**config.mk**
```make
export PLATFORM = sky130hd
export DESIGN_NAME = windowed_rms
export DESIGN_NICKNAME = d
export VERILOG_FILES = /design/src/hw/rtl/wrms_pkg.sv /design/src/hw/rtl/wrms_sub.sv /design/src/hw/rtl/windowed_rms.sv
export SDC_FILE = /design/constraint.sdc
export NUM_CORES = 1
export LEC_CHECK = 0
export BUFFER_PORTS_ARGS = -buffer_cell sky130_fd_sc_hd__buf_2
export CAP_MARGIN = 20
export CORE_UTILIZATION = 62
export CTS_CLUSTER_DIAMETER = 200
export DETAILED_ROUTE_END_ITERATION = 8
export PLACE_DENSITY_LB_ADDON = 0.12
export SLEW_MARGIN = 20
export SYNTH_ARGS = -nofsm -noshare
export SYNTH_HDL_FRONTEND = slang
export SYNTH_SLANG_ARGS = --single-unit
```
**constraint.sdc**
```tcl
create_clock -name clk -period 9.2 [get_ports clk]
set_clock_uncertainty 0.2 [all_clocks]
set_input_delay 0.92 -clock clk [delete_from_list [all_inputs] [get_ports clk]]
set_output_delay 0.92 -clock clk [all_outputs]
set_load 0.005 [all_outputs]
```
**src/hw/rtl/wrms_pkg.sv**
```systemverilog
// wrms_pkg: shared types and constants of the windowed rms block
// no dependencies; used by windowed_rms and its testbench
`default_nettype none

package wrms_pkg;

  localparam int IN_W  = 16;  // width of the sample port
  localparam int CFG_W = 11;  // width of the window length register
  localparam int RMS_W = 16;  // width of the result port

  localparam int SAMPLE_RATE_HZ = 1600;
  localparam int LINE_FREQ_HZ   = 50;
  localparam int WINDOW_RESET   = SAMPLE_RATE_HZ / LINE_FREQ_HZ;

  localparam logic [RMS_W-1:0] RMS_MAX = '1;

  typedef enum logic [2:0] {
    ST_IDLE,
    ST_ACCUM,
    ST_DIV,
    ST_SQRT,
    ST_OUT
  } wrms_state_t;

endpackage

`default_nettype wire

```
**src/hw/rtl/wrms_sub.sv**
```systemverilog
// wrms_sub: shared compare and subtract unit for the divider and square root steps
// no dependencies; instantiated by windowed_rms
`default_nettype none

module wrms_sub #(
  parameter int W = 8
) (
  input  wire logic [W-1:0] a,
  input  wire logic [W-1:0] b,
  output logic      [W-1:0] diff,
  output logic              ge
);

  logic [W:0] wide;

  assign wide = {1'b0, a} - {1'b0, b};
  assign diff = wide[W-1:0];
  // no borrow out means a >= b
  assign ge   = ~wide[W];

endmodule

`default_nettype wire

```
**src/hw/rtl/windowed_rms.sv**
```systemverilog
// windowed_rms: rms over a window of samples. a sample that does not close the window goes
// through accept (ST_IDLE) and accumulate (ST_ACCUM). the closing sample then goes through
// a restoring divide, one quotient bit per cycle, then a square root, one root bit per
// cycle, both through the one shared subtract unit, before out_valid. in_ready stays low.
// reset (sync, active low) clears sum, count and output valid, and sets window length to 32.
// depends on wrms_pkg and wrms_sub
`default_nettype none

module windowed_rms #(
  parameter int MAX_WINDOW  = 1024,
  parameter int SAMPLE_BITS = 16
) (
  input  wire logic                          clk,
  input  wire logic                          rst_n,
  input  wire logic                          cfg_wr_en,
  input  wire logic [wrms_pkg::CFG_W-1:0]    cfg_wr_data,
  input  wire logic                          in_valid,
  output logic                               in_ready,
  input  wire logic signed [wrms_pkg::IN_W-1:0] in_sample,
  output logic                               out_valid,
  input  wire logic                          out_ready,
  output logic      [wrms_pkg::RMS_W-1:0]    out_rms
);

  localparam int SB     = SAMPLE_BITS;
  localparam int SQ_W   = 2 * SB;
  localparam int SUM_W  = 2 * SB - 1 + $clog2(MAX_WINDOW);
  localparam int ROOT_W = (SUM_W + 1) / 2;
  localparam int WORK_W = 2 * ROOT_W;
  localparam int UNIT_W = (ROOT_W + 2 > wrms_pkg::CFG_W + 1) ? ROOT_W + 2
                                                              : wrms_pkg::CFG_W + 1;
  localparam int STEP_W = $clog2(SUM_W);
  localparam int CNT_W  = $clog2(MAX_WINDOW + 1);

  wrms_pkg::wrms_state_t state_r, state_nxt;

  logic [wrms_pkg::CFG_W-1:0] wlen_r;
  logic [wrms_pkg::CFG_W-1:0] len_eff;
  logic [wrms_pkg::CFG_W-1:0] len_r, len_nxt;
  logic [SQ_W-1:0]            sq_r, sq_nxt;
  logic [SUM_W-1:0]           sum_r, sum_nxt, sum_add;
  logic [CNT_W-1:0]           cnt_r, cnt_nxt, cnt_plus;
  logic [WORK_W-1:0]          work_r, work_nxt;
  logic [UNIT_W-1:0]          rem_r, rem_nxt;
  logic [ROOT_W-1:0]          root_r, root_nxt;
  logic [STEP_W-1:0]          step_r, step_nxt;
  logic                       out_valid_r, out_valid_nxt;
  logic [wrms_pkg::RMS_W-1:0] out_rms_r, out_rms_nxt;

  logic [SB-1:0]     raw;
  logic [SB-1:0]     mag;
  logic [UNIT_W-1:0] unit_a, unit_b, unit_diff;
  logic              unit_ge;

  wrms_sub #(
    .W (UNIT_W)
  ) u_sub (
    .a    (unit_a),
    .b    (unit_b),
    .diff (unit_diff),
    .ge   (unit_ge)
  );

  // low SAMPLE_BITS bits of the port, sign bit at the top of that field
  assign raw = SB'($unsigned(in_sample));
  assign mag = raw[SB-1] ? (~raw + 1'b1) : raw;

  always_comb begin
    if (wlen_r == '0) begin
      len_eff = wrms_pkg::CFG_W'(1);
    end else if (32'(wlen_r) > MAX_WINDOW) begin
      len_eff = wrms_pkg::CFG_W'(MAX_WINDOW);
    end else begin
      len_eff = wlen_r;
    end
  end

  assign sum_add  = sum_r + SUM_W'(sq_r);
  assign cnt_plus = cnt_r + 1'b1;

  always_comb begin
    state_nxt     = state_r;
    len_nxt       = len_r;
    sq_nxt        = sq_r;
    sum_nxt       = sum_r;
    cnt_nxt       = cnt_r;
    work_nxt      = work_r;
    rem_nxt       = rem_r;
    root_nxt      = root_r;
    step_nxt      = step_r;
    out_valid_nxt = out_valid_r & ~out_ready;
    out_rms_nxt   = out_rms_r;
    unit_a        = '0;
    unit_b        = '0;
    in_ready      = 1'b0;

    case (state_r)
      wrms_pkg::ST_IDLE: begin
        in_ready = 1'b1;
        if (in_valid) begin
          sq_nxt    = SQ_W'(mag) * SQ_W'(mag);
          state_nxt = wrms_pkg::ST_ACCUM;
        end
      end

      wrms_pkg::ST_ACCUM: begin
        if (32'(cnt_plus) >= 32'(len_eff)) begin
          work_nxt  = WORK_W'(sum_add);
          sum_nxt   = '0;
          cnt_nxt   = '0;
          len_nxt   = len_eff;
          rem_nxt   = '0;
          step_nxt  = STEP_W'(SUM_W - 1);
          state_nxt = wrms_pkg::ST_DIV;
        end else begin
          sum_nxt   = sum_add;
          cnt_nxt   = cnt_plus;
          state_nxt = wrms_pkg::ST_IDLE;
        end
      end

      wrms_pkg::ST_DIV: begin
        // restoring divide: dividend bits leave at the top, quotient bits enter at the bottom
        unit_a = {rem_r[UNIT_W-2:0], work_r[SUM_W-1]};
        unit_b = UNIT_W'(len_r);
        rem_nxt = unit_ge ? unit_diff : unit_a;
        work_nxt[SUM_W-1:0] = {work_r[SUM_W-2:0], unit_ge};
        if (step_r == '0) begin
          rem_nxt   = '0;
          root_nxt  = '0;
          step_nxt  = STEP_W'(ROOT_W - 1);
          state_nxt = wrms_pkg::ST_SQRT;
        end else begin
          step_nxt = step_r - 1'b1;
        end
      end

      wrms_pkg::ST_SQRT: begin
        // one root bit per step: bring down two bits, try (root << 2) | 1
        unit_a   = {rem_r[UNIT_W-3:0], work_r[WORK_W-1 -: 2]};
        unit_b   = UNIT_W'({root_r[ROOT_W-2:0], 2'b01});
        rem_nxt  = unit_ge ? unit_diff : unit_a;
        root_nxt = {root_r[ROOT_W-2:0], unit_ge};
        work_nxt = work_r << 2;
        if (step_r == '0) begin
          state_nxt = wrms_pkg::ST_OUT;
        end else begin
          step_nxt = step_r - 1'b1;
        end
      end

      wrms_pkg::ST_OUT: begin
        // wait for the output register to be free
        if (!out_valid_r || out_ready) begin
          out_valid_nxt = 1'b1;
          if (64'(root_r) > 64'(wrms_pkg::RMS_MAX)) begin
            out_rms_nxt = wrms_pkg::RMS_MAX;
          end else begin
            out_rms_nxt = wrms_pkg::RMS_W'(root_r);
          end
          state_nxt = wrms_pkg::ST_IDLE;
        end
      end

      default: begin
        state_nxt = wrms_pkg::ST_IDLE;
      end
    endcase
  end

  always_ff @(posedge clk) begin
    if (!rst_n) begin
      state_r     <= wrms_pkg::ST_IDLE;
      wlen_r      <= wrms_pkg::CFG_W'(wrms_pkg::WINDOW_RESET);
      sum_r       <= '0;
      cnt_r       <= '0;
      step_r      <= '0;
      out_valid_r <= 1'b0;
    end else begin
      state_r     <= state_nxt;
      if (cfg_wr_en) begin
        wlen_r <= cfg_wr_data;
      end
      sum_r       <= sum_nxt;
      cnt_r       <= cnt_nxt;
      step_r      <= step_nxt;
      out_valid_r <= out_valid_nxt;
    end
  end

  always_ff @(posedge clk) begin
    len_r     <= len_nxt;
    sq_r      <= sq_nxt;
    work_r    <= work_nxt;
    rem_r     <= rem_nxt;
    root_r    <= root_nxt;
    out_rms_r <= out_rms_nxt;
  end

  assign out_valid = out_valid_r;
  assign out_rms   = out_rms_r;

endmodule

`default_nettype wire

```
==> summary.md, run 1 <==
| Metric | Value |
|---|---|
| Result of the run | `finished clean` |
| GRT Overall Usage | `0.287` |
| Boundary pin count | `50` |
| CTS Root Cell | `sky130_fd_sc_hd__clkbuf_16` |
| Wire length of the first global-routing pass | `77.9 mm` |
| Post-route clock period utilization | `0.900` |
| GP Congestion | `around 0.9` |
| Total Nets Final | `roughly 2,500` |
| Count of max-cap constraint violations | `0` |
| DRC violation total after the first TritonRoute iteration | `about 880` |
| Count of endpoints failing hold in the final timing report | `0` |
| Mean Syn Cell Area | `9.36 µm²` |
| Slew headroom | `0.326` |
| Total grt overflow | `0` |
| Pin count of the biggest net entering global routing | `slightly above 60` |
| Aggregate routed wire length | `roughly 46 mm` |
| CTS tree | `done` |
| Number of DRC violations after detailed routing | `0` |
| Via count normalized by instance count | `6.03` |
| Detailed placement HPWL | `between 30 and 40 mm` |
| Via count | `15,657` |
| Clock transition at the register clock pins on the worst setup and hold paths after CTS | `roughly 60 ps` |
| Number of cells upsized or downsized after cts | `0` |
| Max-slew violation total from the final report | `0` |
| # Post-CTS Setup Buffers | `0` |
| Data arrival, critical path | `8330 ps` |
| Worst min-delay path category | `reg -> reg` |
| Core Footprint | `between 30,000 and 40,000 µm²` |
| Routed wire per std cell | `between 15 and 20 µm` |
| Die Width | `roughly 180 µm` |
| Leading area contributor after synthesis | `sky130_fd_sc_hd__edfxtp_1` |
| Number of synthesized flops with an enable pin | `roughly 140` |
| DRT antenna net count | `0` |
| FF+latch count, synth | `between 200 and 250` |
| Number of buffers added to fix hold violations after cts | `0` |
| Top cell types by occurrence after synthesis | `sky130_fd_sc_hd__inv_1 (282), sky130_fd_sc_hd__nand2_1 (189), sky130_fd_sc_hd__ha_1 (167)` |
| Port Buf Inserts | `just under 50` |
| Dominant cell by count in the synthesized netlist | `sky130_fd_sc_hd__inv_1` |
| Worst Path Max Fanout | `8` |
| Total of fill cells in the finished design | `about 2,600` |
| Core Rows | `65` |
| Standard cell area after detailed placement | `between 20,000 and 25,000 µm²` |
| Final total negative setup slack | `0 ps` |
| Syn-to-layout area delta | `7.47%` |
| Antenna fix cells | `0` |
| Synth warn | `0` |
| Number of buffers inserted during clock tree synthesis | `23` |
| Proportion of synthesized chip area in sequential cells | `0.286` |
| Via count of the first global-routing pass | `around 16,000` |
| Top area cells in the synthesized netlist | `sky130_fd_sc_hd__edfxtp_1 (21%), sky130_fd_sc_hd__fa_1 (17%), sky130_fd_sc_hd__ha_1 (10%), sky130_fd_sc_hd__dfxtp_1 (7.3%), sky130_fd_sc_hd__inv_1 (5.3%)` |
| Start-to-end type of the worst setup path | `in -> reg` |
| Required time reported for the critical path endpoint | `9240 ps` |
| Setup-violating endpoint count in the final report | `0` |
| CTS HTree Levels | `1` |
| TritonCTS sink count | `216` |
| Capturing element type of the critical path | `register` |
| RSZ-0062 raised after global routing | `false` |
| Count of different cell masters after synthesis | `92` |
| Proportion of netlist area held by the largest area contributor | `0.214` |
| Synth async-reset ratio | `0` |
| Clock insertion delay at the later pin of the skew report | `~500 ps` |
| Timing-limited maximum frequency | `around 120 MHz` |
| Minimum clock period | `~8300 ps` |
| Fraction of layout cells with a size suffix above 1 | `0.0779` |
| Cell Area, Synth | `20,100 µm²` |
| Starting density of the core | `0.634` |
| Number of instances in the synthesized netlist | `approximately 2,100` |
| Maximum number of buffers from clock root to sink | `3` |
| Die outline area | `33,100 µm²` |
| Slew of the pin with the lowest slew margin | `1010 ps` |
| Die height | `roughly 180 µm` |
| Initial antenna violation count | `0` |
| Final instance area | `21,600 µm²` |
| Most frequently used flop master after synthesis | `sky130_fd_sc_hd__edfxtp_1` |
| Router iterations before antenna repair | `5` |
| Type of origin of the critical path | `input port` |
## stage by stage
stage / utilization / instances / worst slack [ps] / hold WS (ps)
floorplan: - / 2156 / 837 / 229
global placement: 0.656 / 2554 / 617 / 240
detailed placement: 0.656 / 2554 / 392 / 253
CTS: 0.681 / 2596 / 913 / 261
global route: 0.681 / 2596 / 563 / 287
finish: 0.681 / 2596 / 917 / 257
## metal layers
layer  routed length [µm]  global-route usage
met2                23500               0.522
met4                 1590               0.121
met3                 1960              0.0226
met1                19000               0.351
met5                    0                   0
## layout by cell type (no fill, tap or decap), drive strengths merged, types with 30 or more instances in the layout
master and count:
a21o 51, a21oi 132, a22o 32, and3 45
buf 86, clkbuf 30, dfxtp 73, edfxtp 143
fa 166, ha 167, inv 287, mux2i 38
nand2 189, nand3 51, nor2 158, o21ai 89
xnor2 64, xor2 40
## cell families after synthesis
logic type               count (synthesis)  synth area share
XOR/XNOR                               104            0.0461
AO/OA/AOI/OAI                          490             0.165
multiplexers                            44            0.0223
AND/OR/NAND/NOR                        580             0.138
buffers and inverters                  378            0.0724
other                                    2          0.000374
adder cells (fa/ha/maj)                333             0.269
flip-flops                             216             0.286
## cell type report
| class | instances | area (µm²) | share of cell area |
|---|---|---|---|
| Clock buffer | 30 | 663 | 0.0307 |
| Clock inverter | 12 | 118 | 0.00544 |
| Inverter | 288 | 1080 | 0.0500 |
| Multi-Input combinational cell | 1562 | 13000 | 0.600 |
| Sequential cell | 216 | 5760 | 0.267 |
| Tap cell | 402 | 503 | 0.0233 |
| Timing Repair Buffer | 86 | 523 | 0.0242 |
## path summary, 6_finish.rpt
kind	start	end	slack (ps)	depth (start not counted)
setup reg to reg	state_r[0]	rem_r[21]	3940	13
hold / removal	cnt_r[5]	cnt_r[5]	260	2
hold reg to reg	cnt_r[5]	cnt_r[5]	260	2
setup / recovery	in_sample[7]	sq_r[28]	920	25
## worst max-delay path, cell delays in order
cell,delay [ps]
sky130_fd_sc_hd__buf_2,120
sky130_fd_sc_hd__or4_4,570
sky130_fd_sc_hd__nor4_4,190
sky130_fd_sc_hd__nand2b_2,140
sky130_fd_sc_hd__o21ai_0,220
sky130_fd_sc_hd__xor2_1,600
sky130_fd_sc_hd__nor2_1,200
sky130_fd_sc_hd__fa_1,580
sky130_fd_sc_hd__inv_1,50
sky130_fd_sc_hd__fa_1,490
sky130_fd_sc_hd__inv_1,60
sky130_fd_sc_hd__fa_1,440
sky130_fd_sc_hd__fa_1,490
sky130_fd_sc_hd__fa_1,550
sky130_fd_sc_hd__inv_1,50
sky130_fd_sc_hd__fa_1,530
sky130_fd_sc_hd__inv_1,40
sky130_fd_sc_hd__ha_1,370
sky130_fd_sc_hd__a21o_1,230
sky130_fd_sc_hd__a21oi_1,160
sky130_fd_sc_hd__or3b_1,410
sky130_fd_sc_hd__o211ai_1,310
sky130_fd_sc_hd__a21oi_1,160
sky130_fd_sc_hd__a221oi_1,330
sky130_fd_sc_hd__xnor2_1,100
## registers in the layout, indices dropped and copies added, names as in the netlist, 3 cells and up
name,cells
cnt_r,11
len_r,11
out_rms,16
rem_r,22
root_r,21
sq_r,31
state_r,3
step_r,6
sum_r,41
wlen_r,11
work_r,42
Power of run 1 is left out: the tool's default activity adds up to more than one toggle a clock period on the data nets, which glitch-free logic cannot reach.
==> inputs of run 2 (changes only) <==
- CORE_MARGIN: unset -> 4
- CORE_UTILIZATION: 62 -> 50
==> run 2 against run 1 <==
Effect of this change:
- critical path depth unchanged
- core utilization shrank 13 points
- final cell count rose by 4.7%
- maximum frequency fell by 1.5%
- critical endpoint unchanged
- highest routed layer unchanged
==> summary.md, run 2 (synthesized netlist as in run 1, its figures left out) <==
| Metric | Value |
|---|---|
| Via count | `between 15,000 and 20,000` |
| Slew of the pin with the lowest slew margin | `1000 ps` |
| Routed wire per std cell | `between 15 and 20 µm` |
| Timing-limited maximum frequency | `119 MHz` |
| Result of the run | `finished clean` |
| Clock insertion delay at the later pin of the skew report | `530 ps` |
| Antenna fix cells | `0` |
| Register with the highest flop count | `work_r` |
| Count of max-cap constraint violations | `0` |
| Placed Cells incl. Taps | `approximately 2,700` |
| Core Rows | `73` |
| Number of cells upsized or downsized after cts | `0` |
| Final total negative setup slack | `0 ps` |
| Aggregate routed wire length | `a little under 50 mm` |
| Final core occ | `0.546` |
| RSZ-0062 raised after global routing | `false` |
| Fraction of layout cells with a size suffix above 1 | `0.0762` |
| Area of all sequential standard cells | `~5800 µm²` |
| Port Buf Inserts | `49` |
| Max FFs per register | `42` |
| Worst Path Max Fanout | `8` |
| Required time reported for the critical path endpoint | `9270 ps` |
| CTS HTree Levels | `1` |
| Die Width | `208 µm` |
| Post-route non-filler standard cell count | `between 2,000 and 3,000` |
| Initial antenna violation count | `0` |
| Slew headroom | `0.326` |
| Max-slew violation total from the final report | `0` |
| Total grt overflow | `0` |
| Starting density of the core | `0.506` |
| Number of DRC violations after detailed routing | `0` |
| Post-route clock period utilization | `0.914` |
| Clock transition at the register clock pins on the worst setup and hold paths after CTS | `about 60 ps` |
| Via count of the first global-routing pass | `about 16,000` |
| Syn-to-layout area delta | `8.03%` |
| Boundary pin count | `50` |
| Type of origin of the critical path | `input port` |
| Total Nets Final | `around 2,500` |
| Number of buffers inserted during clock tree synthesis | `24` |
| Count of endpoints failing hold in the final timing report | `0` |
| Die height | `between 200 and 250 µm` |
| Core Footprint | `between 30,000 and 40,000 µm²` |
| DRC violation total after the first TritonRoute iteration | `approximately 1,000` |
| Minimum clock period | `around 8400 ps` |
| Most used cells in the layout excluding fill and tap cells | `sky130_fd_sc_hd__inv_1 (282), sky130_fd_sc_hd__nand2_1 (188), sky130_fd_sc_hd__ha_1 (167)` |
| Data arrival, critical path | `about 8500 ps` |
| Pin count of the biggest net entering global routing | `64` |
| Wire length of the first global-routing pass | `a little over 80 mm` |
| TritonCTS sink count | `about 220` |
| Start-to-end type of the worst setup path | `in -> reg` |
| Worst min-delay path category | `reg -> reg` |
| Post-Route Hold Slack | `roughly 250 ps` |
| Biggest registers after layout | `work_r x42, sum_r x41, sq_r x31` |
| GRT Overall Usage | `0.221` |
| GP Congestion | `0.986` |
| CTS Root Cell | `sky130_fd_sc_hd__clkbuf_16` |
| CTS tree | `done` |
| Router iterations before antenna repair | `6` |
| Area used by multi-input combinational logic | `13,000 µm²` |
| Total of fill cells in the finished design | `around 3,600` |
| Die outline area | `43,500 µm²` |
| Setup-violating endpoint count in the final report | `0` |
| DRT antenna net count | `0` |
| Number of buffers added to fix hold violations after cts | `0` |
| Via count normalized by instance count | `roughly 5.6` |
| Detailed placement HPWL | `around 37 mm` |
| # Post-CTS Setup Buffers | `0` |
| Most common cell after layout, fill and taps aside | `sky130_fd_sc_hd__inv_1` |
| Capturing element type of the critical path | `register` |
| Maximum number of buffers from clock root to sink | `3` |
run 2: path summary, 6_finish.rpt:
| check | startpoint | end | slack [ps] | depth (start not counted) |
|---|---|---|---|---|
| worst max-delay path | in_sample[4] | sq_r[28] | 790 | 25 |
| worst min register to register | cnt_r[5] | cnt_r[5] | 250 | 2 |
| worst min-delay path | cnt_r[5] | cnt_r[5] | 250 | 2 |
| worst max register to register | state_r[0] | rem_r[17] | 3470 | 14 |
run 2: area by class of cell:
| cell class | instances | area share |
|---|---|---|
| clock buffers | 33 | 0.0311 |
| clock inverters | 10 | 0.00386 |
| inverters | 288 | 0.0498 |
| multi-input cells | 1562 | 0.596 |
| flip-flops and latches | 216 | 0.265 |
| well taps | 525 | 0.0303 |
| repair buffers | 84 | 0.0234 |
run 2: critical path, stage by stage:
cell,delay (ps)
sky130_fd_sc_hd__buf_2,130
sky130_fd_sc_hd__or4_4,560
sky130_fd_sc_hd__nor4_4,190
sky130_fd_sc_hd__nand2b_2,150
sky130_fd_sc_hd__o21ai_0,260
sky130_fd_sc_hd__xor2_1,610
sky130_fd_sc_hd__inv_2,240
sky130_fd_sc_hd__nand2_1,160
sky130_fd_sc_hd__fa_1,440
sky130_fd_sc_hd__inv_1,90
sky130_fd_sc_hd__fa_1,440
sky130_fd_sc_hd__fa_1,520
sky130_fd_sc_hd__fa_1,510
sky130_fd_sc_hd__fa_1,540
sky130_fd_sc_hd__inv_1,50
sky130_fd_sc_hd__fa_1,530
sky130_fd_sc_hd__inv_1,40
sky130_fd_sc_hd__ha_1,360
sky130_fd_sc_hd__a21o_1,220
sky130_fd_sc_hd__a21oi_1,160
sky130_fd_sc_hd__or3b_1,400
sky130_fd_sc_hd__o211ai_1,340
sky130_fd_sc_hd__a21oi_1,170
sky130_fd_sc_hd__a221oi_1,340
sky130_fd_sc_hd__xnor2_1,90
run 2: per-layer routing:
metal	GRT usage	vias to the layer above	routed length, µm
met1	0.280	7348	21000
li1	-	7486	-
met3	0.0202	97	1710
met4	0.0729	0	1480
met2	0.398	325	24000
met5	0	-	0
run 2: stage by stage:
stage / cell area, µm² / setup slack (ps)
5_1_grt: 21700 / 331
3_5_place_dp: 21000 / 221
3_3_place_gp: 21000 / 483
4_1_cts: 21700 / 804
6_report: 21700 / 792
2_1_floorplan: 20100 / 837
Power of run 2 is left out for the same reason.
